**config.mk**
```make
export PLATFORM = sky130hd
export DESIGN_NAME = lzd_front
export DESIGN_NICKNAME = d
export VERILOG_FILES = /design/src/hdl/lzw_decode_dictionary_macros.svh /design/src/hdl/lzd_pkg.sv /design/src/hdl/lzd_front.sv
export SDC_FILE = /design/constraint.sdc
export NUM_CORES = 1
export LEC_CHECK = 0
export BUFFER_PORTS_ARGS = -buffer_cell sky130_fd_sc_hd__buf_2
export CAP_MARGIN = 5
export CELL_PAD_IN_SITES_DETAIL_PLACEMENT = 1
export CELL_PAD_IN_SITES_GLOBAL_PLACEMENT = 1
export CORE_ASPECT_RATIO = 1.1
export CORE_MARGIN = 2
export CORE_UTILIZATION = 40
export CTS_CLUSTER_DIAMETER = 50
export DETAILED_ROUTE_END_ITERATION = 12
export GPL_TIMING_DRIVEN = 0
export PLACE_DENSITY = 0.8
export SLEW_MARGIN = 0
export SYNTH_ARGS = -nofsm -noshare
export SYNTH_HDL_FRONTEND = slang
export SYNTH_SLANG_ARGS = --single-unit
export TNS_END_PERCENT = 5
```
**constraint.sdc**
```tcl
create_clock -name i_clk -period 3.2 [get_ports i_clk]
set_clock_uncertainty 0.05 [all_clocks]
set_input_delay 0.16 -clock i_clk [delete_from_list [all_inputs] [get_ports i_clk]]
set_output_delay 0.16 -clock i_clk [all_outputs]
set_load 0.03 [all_outputs]
```
**src/hdl/lzw_decode_dictionary_macros.svh**
```systemverilog
// Assertion macros used by the LZW dictionary back end.
`ifndef LZW_DECODE_DICTIONARY_MACROS_SVH
`define LZW_DECODE_DICTIONARY_MACROS_SVH

// Same-cycle implication, checked outside reset.
`define LZD_ASSERT_NOW(lbl, ante, cons, msg) \
    lbl: assert property (@(posedge i_clk) disable iff (!i_rst_n) (ante) |-> (cons)) \
        else $error(msg);

// Next-cycle implication, checked outside reset.
`define LZD_ASSERT_NEXT(lbl, ante, cons, msg) \
    lbl: assert property (@(posedge i_clk) disable iff (!i_rst_n) (ante) |=> (cons)) \
        else $error(msg);

`endif

```
**src/hdl/lzd_pkg.sv**
```systemverilog
// Package: constants, types and state codes of the LZW decode dictionary.
`timescale 1ns / 1ps
package lzd_pkg;
    localparam int CodeBits   = 16;
    localparam int TableDepth = (1 << CodeBits) - 256;
    localparam int BufDepth   = TableDepth + 1;
    localparam int WalkLimit  = BufDepth - 1;
    localparam int TblAw      = $clog2(TableDepth);
    localparam int BufAw      = $clog2(BufDepth);
    localparam int CntW       = $clog2(BufDepth + 1);
    localparam int FfcW       = 9;
    localparam logic [FfcW-1:0] FfcReset = 9'd257;

    localparam logic [1:0] FuncExpand = 2'd0;
    localparam logic [1:0] FuncAdd    = 2'd1;
    localparam logic [1:0] FuncPop    = 2'd2;
    localparam logic [1:0] FuncNone   = 2'd3;

    typedef enum logic [1:0] {OP_EXPAND, OP_ADD, OP_POP, OP_NOP} t_op;

    typedef struct packed {
        t_op                 op;
        logic [CodeBits-1:0] start;
        logic                repeat_first;
        logic                add_en;
        logic [TblAw-1:0]    add_idx;
        logic [CodeBits-1:0] prefix;
    } t_cmd;

    typedef enum logic [2:0] {
        ST_IDLE, ST_LOOK, ST_STEP, ST_FIX, ST_ADD, ST_POP, ST_OUT
    } t_state;
endpackage

```
**src/hdl/lzd_front.sv**
```systemverilog
// Front end: accepts words, classifies them and queues the commands.
`timescale 1ns / 1ps
module lzd_front import lzd_pkg::*; (
    input  logic                i_clk,
    input  logic                i_rst_n,
    input  logic [FfcW-1:0]     i_ffc,
    input  logic                i_in_valid,
    output logic                o_in_stall,
    input  logic [1:0]          i_func,
    input  logic [CodeBits-1:0] i_code,
    input  logic [CodeBits-1:0] i_prev_code,
    input  logic [CodeBits-1:0] i_new_code,
    output logic                o_q_valid,
    output t_cmd                o_q_cmd,
    input  logic                i_q_pop
);
    t_cmd       r_mem [2];
    logic       r_wp, r_rp;
    logic [1:0] r_cnt, n_cnt;
    t_cmd       w_cmd;
    logic       w_push, w_kwk;

    always_comb begin
        w_kwk = (i_code == i_new_code);
        w_cmd = '0;
        unique case (i_func)
            FuncExpand: w_cmd.op = OP_EXPAND;
            FuncAdd:    w_cmd.op = OP_ADD;
            FuncPop:    w_cmd.op = OP_POP;
            FuncNone:   w_cmd.op = OP_NOP;
            default:    w_cmd.op = OP_NOP;
        endcase
        w_cmd.repeat_first = (i_func == FuncAdd) && w_kwk;
        w_cmd.start        = w_cmd.repeat_first ? i_prev_code : i_code;
        w_cmd.add_en       = (i_func == FuncAdd) &&
                             (i_new_code >= CodeBits'(i_ffc));
        w_cmd.add_idx      = TblAw'(i_new_code - CodeBits'(i_ffc));
        w_cmd.prefix       = i_prev_code;
    end

    assign o_in_stall = (r_cnt == 2'd2);
    assign w_push     = i_in_valid && !o_in_stall;
    assign o_q_valid  = (r_cnt != 2'd0);
    assign o_q_cmd    = r_mem[r_rp];

    always_comb begin
        n_cnt = r_cnt + 2'(w_push) - 2'(i_q_pop);
    end

    always_ff @(posedge i_clk) begin
        if (!i_rst_n) begin
            r_wp  <= 1'b0;
            r_rp  <= 1'b0;
            r_cnt <= 2'd0;
        end else begin
            r_cnt <= n_cnt;
            if (w_push) r_wp <= ~r_wp;
            if (i_q_pop) r_rp <= ~r_rp;
        end
    end

    always_ff @(posedge i_clk) begin
        if (w_push) r_mem[r_wp] <= w_cmd;
    end
endmodule

```
======== After elaboration in Yosys (flattened, before gate mapping) ========
Memories as Yosys holds them, arrays and structs flattened. A register that Yosys moved wholly into a read port is not among the register bits.
Index checks and enable logic that the tools add are counted.
Widths: inputs -> output; s select.
cells by class
  $add $sub $neg .......................... 3
  multiply operators ...................... 0
  divide/modulo/power cells ............... 0
  magnitude comparators ................... 1
  equal/unequal tests ..................... 5
  shift operators ......................... 0
  multiplexer cells ....................... 6
  bitwise operators ....................... 2
  reductions and logical operators ........ 6
operators by type and width
  cell                count
  $eq 16x16->1        1
  $ge 16x9->1         1
  $mux 16             1
  $sub 16x9->16       1
  $pmux 2 s4          1
  $eq 2x2->1 const B  3
  $mux 1              4
  $logic_and 1x1->1   3
  $add 2x1->2         1
  $eq 2x1->1 const B  1
  $logic_not 2->1     1
  $not 1->1           2
  $reduce_bool 2->1   1
  $sub 2x1->2         1
  $logic_not 1->1     1
storage, ports and cells
  register bits ........................... 4
  bits in latches ......................... 0
  RAM bits ................................ 104
  memory bits (read-only) ................. 0
  memories ................................ 1
memories
  name   words  bits a word  read ports  clocked after memory_dff  write ports  RTL line         source
  r_mem  2      52           1           1                         1            lzd_front.sv:17  t_cmd r_mem [2];

======== Logic depth before layout (Yosys ltp) ========
Gate-level depths: netlist of run 1.
  depth in word-level cells ............... 5
  mapped depth ............................ 9
  mapped depth without buffers ............ 9

======== Worst setup path before layout of run 1 ========
Ideal clock, no wire load.
  path type ............................... register to register
  start ................................... reg r_cnt[0]
  end ..................................... mem r_mem[0][0] (netlist bit), enable pin
  setup time .............................. 0.463 ns
  data arrival time ....................... 2.743 ns
  required time ........................... 2.687 ns
  slack ................................... -0.056 ns
  cell stages (with the launch flop) ...... 4
  path buffers ............................ 0
  path through ............................ dfxtp_1 -> nand2b_1 -> nand2_1 -> nor2_1
on the way
  word-level cells in the longest chain between the ends .. 5
ends and longest elaborated chain
  what                          RTL line         source
  from (decl)                   lzd_front.sv:19  logic [1:0] r_cnt, n_cnt;
  from (signal assigned)        lzd_front.sv:56  r_cnt <= n_cnt;
  $eq 2x2->1                    lzd_front.sv:41  assign o_in_stall = (r_cnt == 2'd2);
  $logic_not 1->1               lzd_front.sv:42  assign w_push = i_in_valid && !o_in_stall;
  $logic_and 1x1->1             lzd_front.sv:42
  $mux 1                        lzd_front.sv:63  if (w_push) r_mem[r_wp] <= w_cmd;
  $mux 1 (implied by the code)  lzd_front.sv:63
  to (decl)                     lzd_front.sv:17
Every way passes these cells.

==> results of run 1 <==
-- logic make-up (layout without fill, tap and decap cells) --
group / Yosys count / count (layout) / share of synthesized area
buffers and inverters: 26 / 176 / 0.0213
adders and majority gates: 12 / 12 / 0.0319
muxes: 68 / 68 / 0.155
xor gates and xnor gates: 33 / 33 / 0.0586
and+or+nand+nor: 42 / 42 / 0.0512
DFF: 109 / 109 / 0.653
AOI/OAI and AO/OA: 22 / 22 / 0.0287
-- report_power, final --
part           switching [W]  leakage (nW)  internal [W]  total [W]
sequential         0.0000475          1.01       0.00181    0.00185
combinational       0.000659          1.24      0.000379    0.00104
clock               0.000519         0.158      0.000768    0.00129
-- cells in the final DEF, fill, tap and decap left out, types with 5 or more instances in the layout --
cell,count
a21oi_1,5
and2_1,5
buf_2,115
clkbuf_1,10
clkbuf_16,9
dfxtp_1,5
dlygate4sd3_1,16
edfxtp_1,104
ha_1,11
inv_1,15
mux2_2,68
nand2_1,5
xnor2_1,21
xor2_1,12
-- state kept, by name, indices dropped and copies added, names as in the netlist, named ones only --
signal,cells
r_cnt,2
r_mem,104
r_rp,1
r_wp,1
-- layout make-up --
class                   count  share of cell area
inverters                  15             0.00895
clock buffers               9              0.0358
flip-flops and latches    109               0.512
plain buffers              11             0.00775
multi-input cells         177               0.257
repair buffers            134               0.129
clock inverters             7              0.0193
well taps                 154              0.0306
-- worst paths after layout --
kind / to / slack [ns] / cells after the start
worst max-delay path: o_q_cmd[15] / 0.67 / 4
worst min-delay path: r_wp / 0.02 / 2
worst max register to register: r_mem[0][47] / 1.26 / 5
worst min register to register: r_rp / 0.55 / 2
-- stage by stage --
step / setup TNS, ns / cells / power, W / hold slack, ns / setup WS [ns]
after detailed placement: 0 / 584 / 0.00293 / 0.316 / 0.666
final: 0 / 616 / 0.00418 / 0.0194 / 0.668
after global placement: -3.30 / 581 / 0.00285 / 0.313 / -0.0676
after CTS: 0 / 616 / 0.00423 / 0.0104 / 0.615
after floorplan: 0 / 312 / 0.00256 / 0.209 / 0.822
after global routing: 0 / 616 / 0.00434 / 0.0331 / 0.556
-- critical path: stages (launching register included) --
cell and delay, ns:
dfxtp_1 0.32, clkbuf_1 0.35, clkbuf_1 0.70, mux2_2 0.42, buf_2 0.18
-- metal layers --
metal  share of wire  vias up  GRT usage
met5               0        -          0
met4           0.022        0     0.0767
met3           0.050       18     0.0286
met2            0.51       99      0.317
met1            0.42     1527      0.232
li1                -     1459          -
-- repair_timing --
| item | in CTS | in global routing |
|---|---|---|
| hold buffers | 16 | 0 |
| hold endpoints to repair | 32 | 0 |
| resized for setup | 0 | 0 |
==> metrics.yaml, run 1 <==
synth_top_area_share: 0.633
synthArstFlopShare: 0
critPathLaunchType: "flop"
ys_warn_count: 0
totalWireLength_mm: 11.9
min_path_type: "in -> reg"
synth.area.top_cells: "edfxtp_1 63%, mux2_2 16%, xnor2_1 3.7%, ha_1 2.8%, xor2_1 2.1%"
crit_fanout: 10
ant_nets: 0
yosysMostFrequentCell: "edfxtp_1"
utilization: 0.523
cts_buffers: 9
dieArea_um2: 13200
io_buffers: 115
cts.clk_slew.worst_paths_ns: 0.07
tightest_slew_ns: 0.864
firstDrtPassIters: 4
htree_num_levels: 3
vias_per_cell: 5.04
rows: 42
post_cts_buffers: 0
p_per_area_nw_per_um2: 664
dieWidth_um: 110
ys.flop_type: "edfxtp_1"
synth_common_cells: "104 x edfxtp_1, 68 x mux2_2, 21 x xnor2_1, 15 x inv_1, 12 x xor2_1"
p_leak_nw: 2.41
syn-cell-area_um2: 4930
drc: 0
num_vias: 3103
regArea_um2: 3220
synth_sequential_area_ratio: 0.653
vdd_drop_max_v: 0.000300
slew_viol_final: 0
grt_pass1_vias: 3265
period_share: 0.791
synth_seq_cells: 109
layout-drive-gt1-share: 0.452
cts_tree: "yes"
status: "completed"
area_growth_pct: 27.5
finalHoldViolCount: 0
clock-root-buffer: "clkbuf_16"
routedWlPerCell_um: 19.3
grt_pass1_wl_mm: 17.9
synth_edf_count: 104
synthesis.nets: 387
post-route-min-period_ns: 2.53
yosys.area.top_type: "edfxtp_1"
min_from: "i_rst_n"
antenna_found_initial: 0
cts.path.max_buffers: 2
num_antenna_cells: 0
ios: 117
start_util: 0.410
overflow: 0
core_area_um2: 12000
slew_headroom: 0.424
path_class: "reg -> out"
end_kind: "primary output"
synth.distinct_cells: 34
insertion_delay_ns: 0.34
crit_required_ns: 2.99
dp.final_hpwl_mm: 8.78
crit_arrival_ns: 2.32
setup_violations: 0
avgSynthCellArea_um2: 15.8
postPlaceCellArea_um2: 5790
syn_inst: 312
multi_input_area_um2: 1620
fill_cells: 1233
nets: 532
cap_violations: 0
gr-usage-all-layers: 0.186
rsz0062_at_grt: "no"
die_h_um: 120
r2r-start: "r_cnt[0]"
clock-sinks: 109
fmax_mhz: 395
drt_iter0_markers: 110
grt_max_degree: 38
design_area_um2: 6290
place_congestion: 0.846
Power figures use the tool's default switching activity.
==> inputs of run 2 (changes only) <==
- CORE_UTILIZATION: 40 -> 44
- PLACE_DENSITY: 0.8 -> 0.84
- clock period: 3.2 -> 2.6 ns (I/O delays scaled with it)
==> metrics.yaml, run 2 (synthesized netlist as in run 1, its figures left out) <==
status: "completed"
stdcell_count: 609
crit_fanout: 10
dieArea_um2: 12100
grt_pass1_wl_mm: 17.9
worst_hold_path.endpoint: "r_mem[0][50]"
dieWidth_um: 105
antenna_found_initial: 0
clock-root-buffer: "clkbuf_16"
critPathLaunchType: "flop"
utilization: 0.566
die_h_um: 115
vias_per_cell: 5.01
vdd_drop_max_v: 0.000311
cap_violations: 0
routedWlPerCell_um: 18.9
ant_nets: 0
finalHoldViolCount: 0
overflow: 0
slew_viol_final: 0
largest_reg_flops: 104
grt_pass1_vias: 3282
r2r-start: "r_cnt[0]"
num_vias: 3050
end_kind: "primary output"
p_per_area_nw_per_um2: 773
core_area_um2: 10900
post_cts_buffers: 0
r2r_setup_slack_ns: 0.66
fill_cells: 1120
post-route-min-period_ns: 2.34
top_register: "r_mem"
cts.clk_slew.worst_paths_ns: 0.07
whs_ns: 0.0487
dp.final_hpwl_mm: 8.59
top_regs: "r_mem x104, r_cnt x2"
hold_path_depth: 2
min_path_type: "in -> reg"
r2r-end: "r_mem[0][4]"
tightest_slew_ns: 0.812
cts_buffers: 9
clock-sinks: 109
gr-usage-all-layers: 0.199
min_from: "i_func[0]"
drt_iter0_markers: 131
htree_num_levels: 3
period_share: 0.899
place_congestion: 0.830
slew_headroom: 0.455
io_buffers: 115
start_util: 0.452
crit_arrival_ns: 2.16
num_antenna_cells: 0
ios: 117
path_class: "reg -> out"
design_area_um2: 6180
crit_required_ns: 2.42
rows: 40
reg2reg_depth: 4
insertion_delay_ns: 0.34
totalWireLength_mm: 11.5
nets: 532
layout_common_cells: "115 x buf_2, 104 x edfxtp_1, 68 x mux2_2, 21 x xnor2_1, 17 x dlygate4sd3_1"
cts.path.max_buffers: 2
rsz0062_at_grt: "no"
layout_commonest_cell: "buf_2"
drc: 0
postPlaceCellArea_um2: 5740
fmax_mhz: 428
place_inst: 576
layout-drive-gt1-share: 0.446
p_leak_nw: 2.37
firstDrtPassIters: 4
cts_tree: "yes"
setup_violations: 0
grt_max_degree: 38
area_growth_pct: 25.2
[run 2: cell types whose count changed in the layout (fill, tap and decap cells not counted)]
| cell | change |
|---|---|
| bufinv_16 | -3 |
| buf_12 | +1 |
| dlygate4sd3_1 | +1 |
| clkbuf_1 | +1 |
| buf_16 | -2 |
| clkinv_2 | +2 |
| clkinvlp_4 | -1 |
| clkinv_1 | +1 |
[run 2: final cells by class]
| cell class | instances | area, µm² | area share |
|---|---|---|---|
| Sequential cell | 109 | 3220 | 0.522 |
| Multi-Input combinational cell | 177 | 1620 | 0.261 |
| Timing Repair Buffer | 134 | 786 | 0.127 |
| Clock buffer | 10 | 229 | 0.0371 |
| Tap cell | 147 | 184 | 0.0298 |
| Inverter | 15 | 56.3 | 0.00911 |
| Buffer | 11 | 48.8 | 0.00790 |
| Clock inverter | 6 | 37.5 | 0.00607 |
[run 2: where the power goes]
| group | switching [W] | internal, W |
|---|---|---|
| Clock | 0.000599 | 0.000647 |
| Sequential | 0.0000611 | 0.00223 |
| Combinational | 0.000802 | 0.000440 |
| Total | 0.00146 | 0.00331 |
[run 2: worst max-delay path: stages (launching register included)]
cell	delay, ns
dfxtp_1	0.31
clkbuf_1	0.36
clkbuf_1	0.54
mux2_2	0.42
buf_2	0.18
[run 2: per-layer routing]
metal | vias up | track usage | part of all wire
met2 | 82 | 0.348 | 0.52
met5 | - | 0 | 0
li1 | 1463 | - | -
met4 | 0 | 0.0613 | 0.0071
met1 | 1498 | 0.253 | 0.43
met3 | 7 | 0.0374 | 0.040
[run 2: per-stage QoR]
step           TNS (ns)  setup WS [ns]  power [W]
6_report              0          0.263    0.00477
5_1_grt               0          0.137    0.00499
4_1_cts               0          0.205    0.00483
3_5_place_dp          0          0.137    0.00356
3_3_place_gp     -47.17         -0.579    0.00350
2_1_floorplan         0          0.222    0.00315
[run 2: worst max path at each step]
| stage | startpoint | endpoint | slack (ns) | cells after the start |
|---|---|---|---|---|
| floorplan | r_cnt[0] | r_mem[0][0] | 0.22 | 3 |
| global placement | r_cnt[0] | r_mem[0][39] | -0.58 | 3 |
| global route | flop | o_q_cmd[16] | 0.14 | 4 |
| detailed placement | i_ffc[1] | r_mem[1][29] | 0.14 | 9 |
| finish | flop | o_q_cmd[14] | 0.26 | 4 |
| CTS | flop | o_q_cmd[20] | 0.20 | 4 |
[run 2: timing repair]
item,4_1_cts,5_1_grt
hold buffers,17,0
hold endpoints to repair,34,0
setup endpoints to repair,0,0
gates resized for setup,0,0
